File: src/sv/cda_pkg.sv
// ----------------------------------------------------------------------------
// cda_pkg
// Shared types, constants and calendar helpers for the date adjust block.
// ----------------------------------------------------------------------------
package cda_pkg;

	// working widths of the normalization registers
	localparam int D_W = 17;
	localparam int M_W = 17;
	localparam int Y_W = 18;

	// residue of the year within the leap cycle
	localparam int R_W = 9;

	localparam int MONTHS     = 12;
	localparam int YEAR_MAX   = 9999;
	localparam int YEAR_MIN   = 1;
	localparam int LEAP_CYCLE = 400;

	// input op codes
	localparam logic OP_LOAD = 1'b0;
	localparam logic OP_ADD  = 1'b1;

	// year clamp codes
	localparam logic [1:0] CLAMP_NONE = 2'd0;
	localparam logic [1:0] CLAMP_HIGH = 2'd1;
	localparam logic [1:0] CLAMP_LOW  = 2'd2;

	typedef enum logic [2:0] {
		ST_IDLE,
		ST_MOD,
		ST_MONTH,
		ST_DAYUP,
		ST_DAYDN,
		ST_CLAMP,
		ST_DONE
	} cda_state_t;

	typedef struct packed {
		logic [4:0]  day;
		logic [3:0]  month;
		logic [13:0] year;
		logic [1:0]  clamp;
	} date_res_t;

	// leap test on the year residue modulo 400
	function automatic logic is_leap(input logic [R_W-1:0] res);
		logic century;
		century = (res == R_W'(100)) || (res == R_W'(200)) || (res == R_W'(300));
		return (res[1:0] == 2'b00) && !century;
	endfunction

	// month length, month already in 1..12
	function automatic logic [4:0] days_in(input logic [3:0] month, input logic leap);
		logic [4:0] len;
		unique case (month)
			4'd2: begin
				len = leap ? 5'd29 : 5'd28;
			end
			4'd4, 4'd6, 4'd9, 4'd11: begin
				len = 5'd30;
			end
			default: begin
				len = 5'd31;
			end
		endcase
		return len;
	endfunction

endpackage

File: src/sv/calendar_date_adjust.sv
// ----------------------------------------------------------------------------
// calendar_date_adjust
// Keeps a Gregorian date; loads it or adds signed day/month/year amounts.
// ----------------------------------------------------------------------------
// sequence: after accept the core runs ST_MOD (leap-cycle reduction steps), ST_MONTH
//   (months carried), ST_DAYUP and ST_DAYDN (months walked by the day loop),
//   ST_CLAMP and ST_DONE; the result then passes to the output register
// one item at a time; the shared adder takes one step a cycle
// reset: stored date clears to zero (unset), no item in flight, output empty
// ----------------------------------------------------------------------------
module calendar_date_adjust (
	input  logic               clk,
	input  logic               arst_n,
	// input item channel
	input  logic               in_valid,
	output logic               in_stall,
	input  logic               op,
	input  logic signed [15:0] day_amount,
	input  logic signed [15:0] month_amount,
	input  logic signed [14:0] year_amount,
	// result item channel
	output logic               out_valid,
	input  logic               out_stall,
	output logic [4:0]         day_out,
	output logic [3:0]         month_out,
	output logic [13:0]        year_out,
	output logic [1:0]         year_clamped
);

	logic               core_start;
	logic               core_busy;
	logic               core_res_valid;
	logic               core_res_take;
	cda_pkg::date_res_t core_res;

	logic               out_valid_q;
	cda_pkg::date_res_t out_q;

	// an item is taken whenever the sequencer is idle; a finished result
	// waiting in the output register does not hold up the next item
	assign in_stall   = core_busy;
	assign core_start = in_valid && !in_stall;

	cda_core u_core (
		.clk          (clk),
		.arst_n       (arst_n),
		.start        (core_start),
		.op           (op),
		.day_amount   (day_amount),
		.month_amount (month_amount),
		.year_amount  (year_amount),
		.busy         (core_busy),
		.res_valid    (core_res_valid),
		.res_take     (core_res_take),
		.res          (core_res)
	);

	// output register frees when empty or when its item leaves this cycle
	assign core_res_take = !out_valid_q || !out_stall;

	always_ff @(posedge clk or negedge arst_n) begin
		if (!arst_n) begin
			out_valid_q <= 1'b0;
		end else if (core_res_take) begin
			out_valid_q <= core_res_valid;
		end
	end

	// payload only moves when the register is free
	always_ff @(posedge clk) begin
		if (core_res_take && core_res_valid) begin
			out_q <= core_res;
		end
	end

	assign out_valid    = out_valid_q;
	assign day_out      = out_q.day;
	assign month_out    = out_q.month;
	assign year_out     = out_q.year;
	assign year_clamped = out_q.clamp;

endmodule

File: src/sv/cda_core.sv
// ----------------------------------------------------------------------------
// cda_core
// Iterative date normalizer: one shared adder stepped by a small sequencer.
// ----------------------------------------------------------------------------
module cda_core (
	input  logic                    clk,
	input  logic                    arst_n,
	input  logic                    start,
	input  logic                    op,
	input  logic signed [15:0]      day_amount,
	input  logic signed [15:0]      month_amount,
	input  logic signed [14:0]      year_amount,
	output logic                    busy,
	output logic                    res_valid,
	input  logic                    res_take,
	output cda_pkg::date_res_t      res
);

	localparam int D_W = cda_pkg::D_W;
	localparam int M_W = cda_pkg::M_W;
	localparam int Y_W = cda_pkg::Y_W;
	localparam int R_W = cda_pkg::R_W;

	cda_pkg::cda_state_t state_q, state_n;

	// working date; holds the stored date between items
	logic signed [D_W-1:0] d_q, d_n;
	logic signed [M_W-1:0] m_q, m_n;
	logic signed [Y_W-1:0] y_q, y_n;
	// year residue modulo 400, tracked alongside y
	logic signed [Y_W-1:0] r_q, r_n;
	logic [1:0]            flag_q, flag_n;

	// shared adder
	logic signed [Y_W-1:0] alu_a, alu_b, alu_sum;

	logic signed [Y_W-1:0] r_inc, r_dec, r_prev;
	logic [3:0]            m_lo, m_prev;
	logic [4:0]            dim_cur, dim_prev, dim_clamp;
	logic                  leap_clamp;

	assign alu_sum = alu_a + alu_b;

	assign r_inc  = (r_q[R_W-1:0] == R_W'(cda_pkg::LEAP_CYCLE - 1)) ? '0 : r_q + Y_W'(1);
	assign r_dec  = (r_q[R_W-1:0] == '0) ? Y_W'(cda_pkg::LEAP_CYCLE - 1) : r_q - Y_W'(1);
	assign m_lo   = m_q[3:0];
	assign m_prev = (m_lo == 4'd1) ? 4'(cda_pkg::MONTHS) : m_lo - 4'd1;
	assign r_prev = (m_lo == 4'd1) ? r_dec : r_q;

	assign dim_cur  = cda_pkg::days_in(m_lo, cda_pkg::is_leap(r_q[R_W-1:0]));
	assign dim_prev = cda_pkg::days_in(m_prev, cda_pkg::is_leap(r_prev[R_W-1:0]));

	always_ff @(posedge clk or negedge arst_n) begin
		if (!arst_n) begin
			state_q <= cda_pkg::ST_IDLE;
			d_q     <= '0;
			m_q     <= '0;
			y_q     <= '0;
		end else begin
			state_q <= state_n;
			d_q     <= d_n;
			m_q     <= m_n;
			y_q     <= y_n;
		end
	end

	always_ff @(posedge clk) begin
		r_q    <= r_n;
		flag_q <= flag_n;
	end

	always_comb begin
		state_n    = state_q;
		d_n        = d_q;
		m_n        = m_q;
		y_n        = y_q;
		r_n        = r_q;
		flag_n     = flag_q;
		alu_a      = '0;
		alu_b      = '0;
		leap_clamp = 1'b0;
		dim_clamp  = dim_cur;
		unique case (state_q)
			cda_pkg::ST_IDLE: begin
				if (start) begin
					if (op == cda_pkg::OP_ADD) begin
						d_n = D_W'(day_amount) + d_q;
						m_n = M_W'(month_amount) + m_q;
						y_n = Y_W'(year_amount) + y_q;
					end else begin
						d_n = D_W'(day_amount);
						m_n = M_W'(month_amount);
						y_n = Y_W'(year_amount);
					end
					r_n     = y_n;
					state_n = cda_pkg::ST_MOD;
				end
			end
			cda_pkg::ST_MOD: begin
				// bring the residue into 0..399, one cycle length a step
				alu_a = r_q;
				if (r_q >= Y_W'(cda_pkg::LEAP_CYCLE)) begin
					alu_b = -Y_W'(cda_pkg::LEAP_CYCLE);
					r_n   = alu_sum;
				end else if (r_q < 0) begin
					alu_b = Y_W'(cda_pkg::LEAP_CYCLE);
					r_n   = alu_sum;
				end else begin
					state_n = cda_pkg::ST_MONTH;
				end
			end
			cda_pkg::ST_MONTH: begin
				// month carry into years, one year a step
				alu_a = Y_W'(m_q);
				if (m_q > M_W'(cda_pkg::MONTHS)) begin
					alu_b = -Y_W'(cda_pkg::MONTHS);
					m_n   = alu_sum[M_W-1:0];
					y_n   = y_q + Y_W'(1);
					r_n   = r_inc;
				end else if (m_q < M_W'(1)) begin
					alu_b = Y_W'(cda_pkg::MONTHS);
					m_n   = alu_sum[M_W-1:0];
					y_n   = y_q - Y_W'(1);
					r_n   = r_dec;
				end else begin
					state_n = cda_pkg::ST_DAYUP;
				end
			end
			cda_pkg::ST_DAYUP: begin
				// day carry, one month a step; signed compare so a negative day falls through
				alu_a = Y_W'(d_q);
				if (d_q > signed'(D_W'(dim_cur))) begin
					alu_b = -Y_W'(dim_cur);
					d_n   = alu_sum[D_W-1:0];
					if (m_lo == 4'(cda_pkg::MONTHS)) begin
						m_n = M_W'(1);
						y_n = y_q + Y_W'(1);
						r_n = r_inc;
					end else begin
						m_n = m_q + M_W'(1);
					end
				end else begin
					state_n = cda_pkg::ST_DAYDN;
				end
			end
			cda_pkg::ST_DAYDN: begin
				// day borrow, previous month length a step
				alu_a = Y_W'(d_q);
				if (d_q <= 0) begin
					alu_b = Y_W'(dim_prev);
					d_n   = alu_sum[D_W-1:0];
					m_n   = M_W'(m_prev);
					if (m_lo == 4'd1) begin
						y_n = y_q - Y_W'(1);
						r_n = r_dec;
					end
				end else begin
					state_n = cda_pkg::ST_CLAMP;
				end
			end
			cda_pkg::ST_CLAMP: begin
				if (y_q > Y_W'(cda_pkg::YEAR_MAX)) begin
					y_n    = Y_W'(cda_pkg::YEAR_MAX);
					flag_n = cda_pkg::CLAMP_HIGH;
				end else if (y_q < Y_W'(cda_pkg::YEAR_MIN)) begin
					y_n    = Y_W'(cda_pkg::YEAR_MIN);
					flag_n = cda_pkg::CLAMP_LOW;
				end else begin
					flag_n     = cda_pkg::CLAMP_NONE;
					leap_clamp = cda_pkg::is_leap(r_q[R_W-1:0]);
				end
				// both clamp years are common years
				dim_clamp = cda_pkg::days_in(m_lo, leap_clamp);
				if (d_q > D_W'(dim_clamp)) begin
					d_n = D_W'(1);
					m_n = m_q + M_W'(1);
				end
				state_n = cda_pkg::ST_DONE;
			end
			cda_pkg::ST_DONE: begin
				if (res_take) begin
					state_n = cda_pkg::ST_IDLE;
				end
			end
			default: begin
				state_n = cda_pkg::ST_IDLE;
			end
		endcase
	end

	assign busy      = (state_q != cda_pkg::ST_IDLE);
	assign res_valid = (state_q == cda_pkg::ST_DONE);

	assign res.day   = d_q[4:0];
	assign res.month = m_q[3:0];
	assign res.year  = y_q[13:0];
	assign res.clamp = flag_q;

endmodule

File: config.mk
export PLATFORM = sky130hd
export DESIGN_NAME = calendar_date_adjust
export DESIGN_NICKNAME = d
export VERILOG_FILES = /design/src/sv/cda_pkg.sv /design/src/sv/calendar_date_adjust.sv /design/src/sv/cda_core.sv
export SDC_FILE = /design/constraint.sdc
export NUM_CORES = 1
export LEC_CHECK = 0
export ABC_AREA = 1
export ABC_CLOCK_PERIOD_IN_PS = 5200
export BUFFER_PORTS_ARGS = -buffer_cell sky130_fd_sc_hd__buf_4
export CAP_MARGIN = 20
export CORE_UTILIZATION = 60
export CTS_CLUSTER_DIAMETER = 120
export DETAILED_ROUTE_END_ITERATION = 16
export PLACE_DENSITY_LB_ADDON = 0.25
export RECOVER_POWER = 25
export SLEW_MARGIN = 20
export SYNTH_ARGS = -nofsm -noshare
export SYNTH_HDL_FRONTEND = slang
export SYNTH_SLANG_ARGS = --single-unit
File: constraint.sdc
create_clock -name clk -period 5.2 [get_ports clk]
set_input_delay 0.78 -clock clk [delete_from_list [all_inputs] [get_ports clk]]
set_output_delay 0.78 -clock clk [all_outputs]
set_load 0.02 [all_outputs]
==> results.sh <==
export IMPL_post_synth_cell_area_avg_um2=6.27
export IMPL_die_h_um=144
export IMPL_tritoncts_num_sinks=101
export IMPL_io_buffers=78
export IMPL_grt_antenna_before_repair=2
export IMPL_cts_hold_buf=0
export IMPL_area_sequential_um2=2750
export IMPL_globalRoute_totalOverflow=0
export IMPL_fmaxAchievable_mhz=208
export IMPL_grt_pass1_vias=12400
export IMPL_post_dp_cell_area_um2=12800
export IMPL_unrepaired_setup_endpoints_after_global_routing="false"
export IMPL_holdCritPathClass="register to register"
export IMPL_die_w_um=144
export IMPL_timing_worst_setup_path_type="register to register"
export IMPL_detailedRoute_firstIterationViolations=2027
export IMPL_worst_path_largest_cell_delay_ns=0.57
export IMPL_grt_pass1_wl_um=68300
export IMPL_cp_start_kind="register"
export IMPL_final_setup_worst_slack_ns=0.383
export IMPL_critical_path_n_buffers_inverters=6
export IMPL_worst_r2r_cell_count=24
export IMPL_drt_pass1_iterations=6
export IMPL_multi_input_area_um2=8170
export IMPL_via_per_inst=6.27
export IMPL_worst_endpoint_arrival_ns=5.09
export IMPL_total_neg_setup_slack_ns=0
export IMPL_yosysTopAreaCell="sky130_fd_sc_hd__nand2_1"
export IMPL_die_area_um2=20600
export IMPL_rd_place_congestion=1.06
export IMPL_synth_cell_type_count=54
export IMPL_rows=51
export IMPL_dominantRegCellSynth="sky130_fd_sc_hd__dfrtp_1"
export IMPL_worstPathCellList="inv_1 -> ha_1 -> inv_1 -> nor2_2 -> ha_1 -> nand4_1 -> nor4_1 -> nand3_1 -> nand3_1 -> inv_1 -> nor2_1 -> inv_2 -> ha_1 -> inv_1 -> o21bai_1 -> inv_1 -> nand3_1 -> a21oi_1 -> o21ai_0 -> nor2_1 -> nand3b_1 -> o21ai_0 -> nand2_1 -> nand2_1"
export IMPL_fin_area_um2=13200
export IMPL_layout_cells_non_filler=2245
export IMPL_routed_via_count=14100
export IMPL_synth_net_count=2053
export IMPL_top_area_cells_in_the_synthesized_netlist="sky130_fd_sc_hd__nand2_1 16%, sky130_fd_sc_hd__dfrtp_1 12%, sky130_fd_sc_hd__edfxtp_1 11%"
export IMPL_finalWirelength_um=44700
export IMPL_root_buffer="sky130_fd_sc_hd__clkbuf_16"
export IMPL_post_route_drc_count=0
export IMPL_clk_insertion_delay_late_ns=0.37
export IMPL_cts_htree_levels=3
export IMPL_synth_largest_type_area_fraction=0.160
export IMPL_worst_path_stages=24
export IMPL_dpl_worst_slack_ns=0.341
export IMPL_drive_gt1_frac=0.0869
export IMPL_setup_viol=0
export IMPL_mappedNetlistArea_um2=12000
export IMPL_start_util=0.615
export IMPL_worst_path_dominant_cell_family="simple AND/OR/NAND/NOR gates"
export IMPL_failed_checks="capacitance limit, slew limit"
export IMPL_worstPathRequired_ns=5.47
export IMPL_clock_skew_ns=0.0132
export IMPL_yosys_register_bits=101
export IMPL_place_hpwl_um=35200
export IMPL_power_density_over_the_cells_nw_per_um2=780
export IMPL_drv_slew=57
export IMPL_critical_path_most_common_cell="sky130_fd_sc_hd__inv_1"
export IMPL_largest_fanout_of_any_net_on_the_critical_path=10
export IMPL_fillers=1812
export IMPL_maximum_capacitance_violations=1
export IMPL_finalCriticalPeriod_ns=4.82
export IMPL_status="finished with violations"
export IMPL_path_clk_slew_ns=0.09
export IMPL_maxSlewHeadroom=-1.27
export IMPL_hold_viol=0
export IMPL_tritoncts="built"
export IMPL_drt_wirelength_per_cell_um=19.9
export IMPL_worst_slew_pin_transition_ns=3.41
export IMPL_area_growth_synth_to_final_pct=9.59
export IMPL_worst_ir_drop_vdd_mv=0.415
export IMPL_critical_path_slowest_cell="sky130_fd_sc_hd__dfrtp_1"
export IMPL_grt_max_degree=72
export IMPL_synthesis_instances=1917
export IMPL_synth_yosys_seq_area_share=0.229
export IMPL_place_inst=2225
export IMPL_count_of_flip_flops_with_a_built_in_enable_after_synthesis=45
export IMPL_worst_hold_slack_ns=0.458
export IMPL_design_portCount=79
export IMPL_rrSetupSlack_ns=0.38
export IMPL_core_box_area_um2=19500
export IMPL_synth_warnings=0
export IMPL_timing_hold_worst_path_depth=0
export IMPL_number_of_buffers_created_by_cts=9
export IMPL_timing_critical_path_to_type="register"
export IMPL_async_flop_share=0.554
export IMPL_worst_case_clock_buffer_depth=2
export IMPL_nNetsFinal=2110
export IMPL_timing_final_crit_share=0.926
export IMPL_p_leak_uw=0.00644
export IMPL_globalRouteTotalUtil=0.441
export IMPL_postRouteAntennaNets=0
## where the power goes
| group | switching [µW] | total, µW | internal, µW |
|---|---|---|---|
| Clock | 385 | 733 | 348 |
| Combinational | 5170 | 7550 | 2390 |
| Sequential | 680 | 1980 | 1300 |
## per-layer routing
metal	routed length (µm)	GRT usage	up-vias
met5	34	0	-
met4	1960	0.184	2
met3	6690	0.137	154
met2	17400	0.595	975
met1	18600	0.639	6392
li1	-	-	6552
## repair_timing
action / 4_1_cts / 5_1_grt
gates resized for setup: 0 / 3
buffers inserted: 0 / 3
setup endpoints to repair: 0 / 18
## registers in the layout (all words and copies together), names as in the netlist
signal and cells:
year_clamped 2, day_out 5, year_out 14, u_core.d_q 17, u_core.flag_q 2, u_core.y_q 18, u_core.r_q 18, month_out 4
u_core.m_q 17, out_valid 1, u_core.state_q 3
## synth_stat cells (all sizes together), types with 6 or more instances
cell type	instances
o21ai	168
o211ai	14
a21oi	99
xnor2	14
nand2	519
o21bai	11
nand4	32
xor2	48
o2111ai	6
o22ai	15
nand3	170
dfrtp	56
a21o	7
edfxtp	45
nor2	213
a31oi	11
nand3b	16
buf	27
clkbuf	26
nor3	33
ha	80
a22oi	16
or2	16
nor4	12
inv	226
## path summary, 6_finish.rpt
kind	from	endpoint
worst max register to register	u_core.m_q[0]	u_core.d_q[15]
worst min-delay path	u_core.flag_q[0]	year_clamped[0]
worst min register to register	u_core.flag_q[0]	year_clamped[0]
min in group asynchronous	arst_n	u_core.d_q[14]
max in group asynchronous	arst_n	u_core.y_q[10]
worst max-delay path	u_core.m_q[0]	u_core.d_q[15]
## metrics by stage
stage,util,power [µW]
final,0.674,10300
after global routing,0.674,11000
after CTS,0.673,9900
after detailed placement,0.657,9130
after global placement,0.657,9030
after floorplan,-,6980
## kinds of logic after synthesis
logic type      Yosys count  share of synthesized area
flops                   101                      0.229
mux                       1                   0.000833
buf+inv                 282                     0.0930
simple gates           1019                      0.368
fa+ha+maj                84                     0.0900
compound gates          368                      0.174
xor+xnor                 62                     0.0452
## area by class of cell
class / count / share of cell area
inverters: 229 / 0.0653
clock inverters: 7 / 0.00694
multi-input cells: 1534 / 0.620
diodes: 1 / 0.000190
well taps: 265 / 0.0252
clock buffers: 9 / 0.0171
flip-flops and latches: 101 / 0.209
repair buffers: 99 / 0.0562
## cells in the final DEF (no fill, tap or decap), drive strengths merged, types with 3 or more instances in the layout
cell	count
a21boi	4
a21o	7
a21oi	99
a22oi	16
a31oi	11
and2	4
buf	98
clkbuf	10
clkinv	8
dfrtp	56
edfxtp	45
fa	4
ha	80
inv	228
nand2	519
nand3	170
nand3b	16
nand4	32
nor2	213
nor3	33
nor4	12
o2111ai	6
o211ai	14
o21a	3
o21ai	168
o21bai	11
o221ai	4
o22ai	15
or2	16
xnor2	14
xor2	48
(Power assumes the default switching activity.)
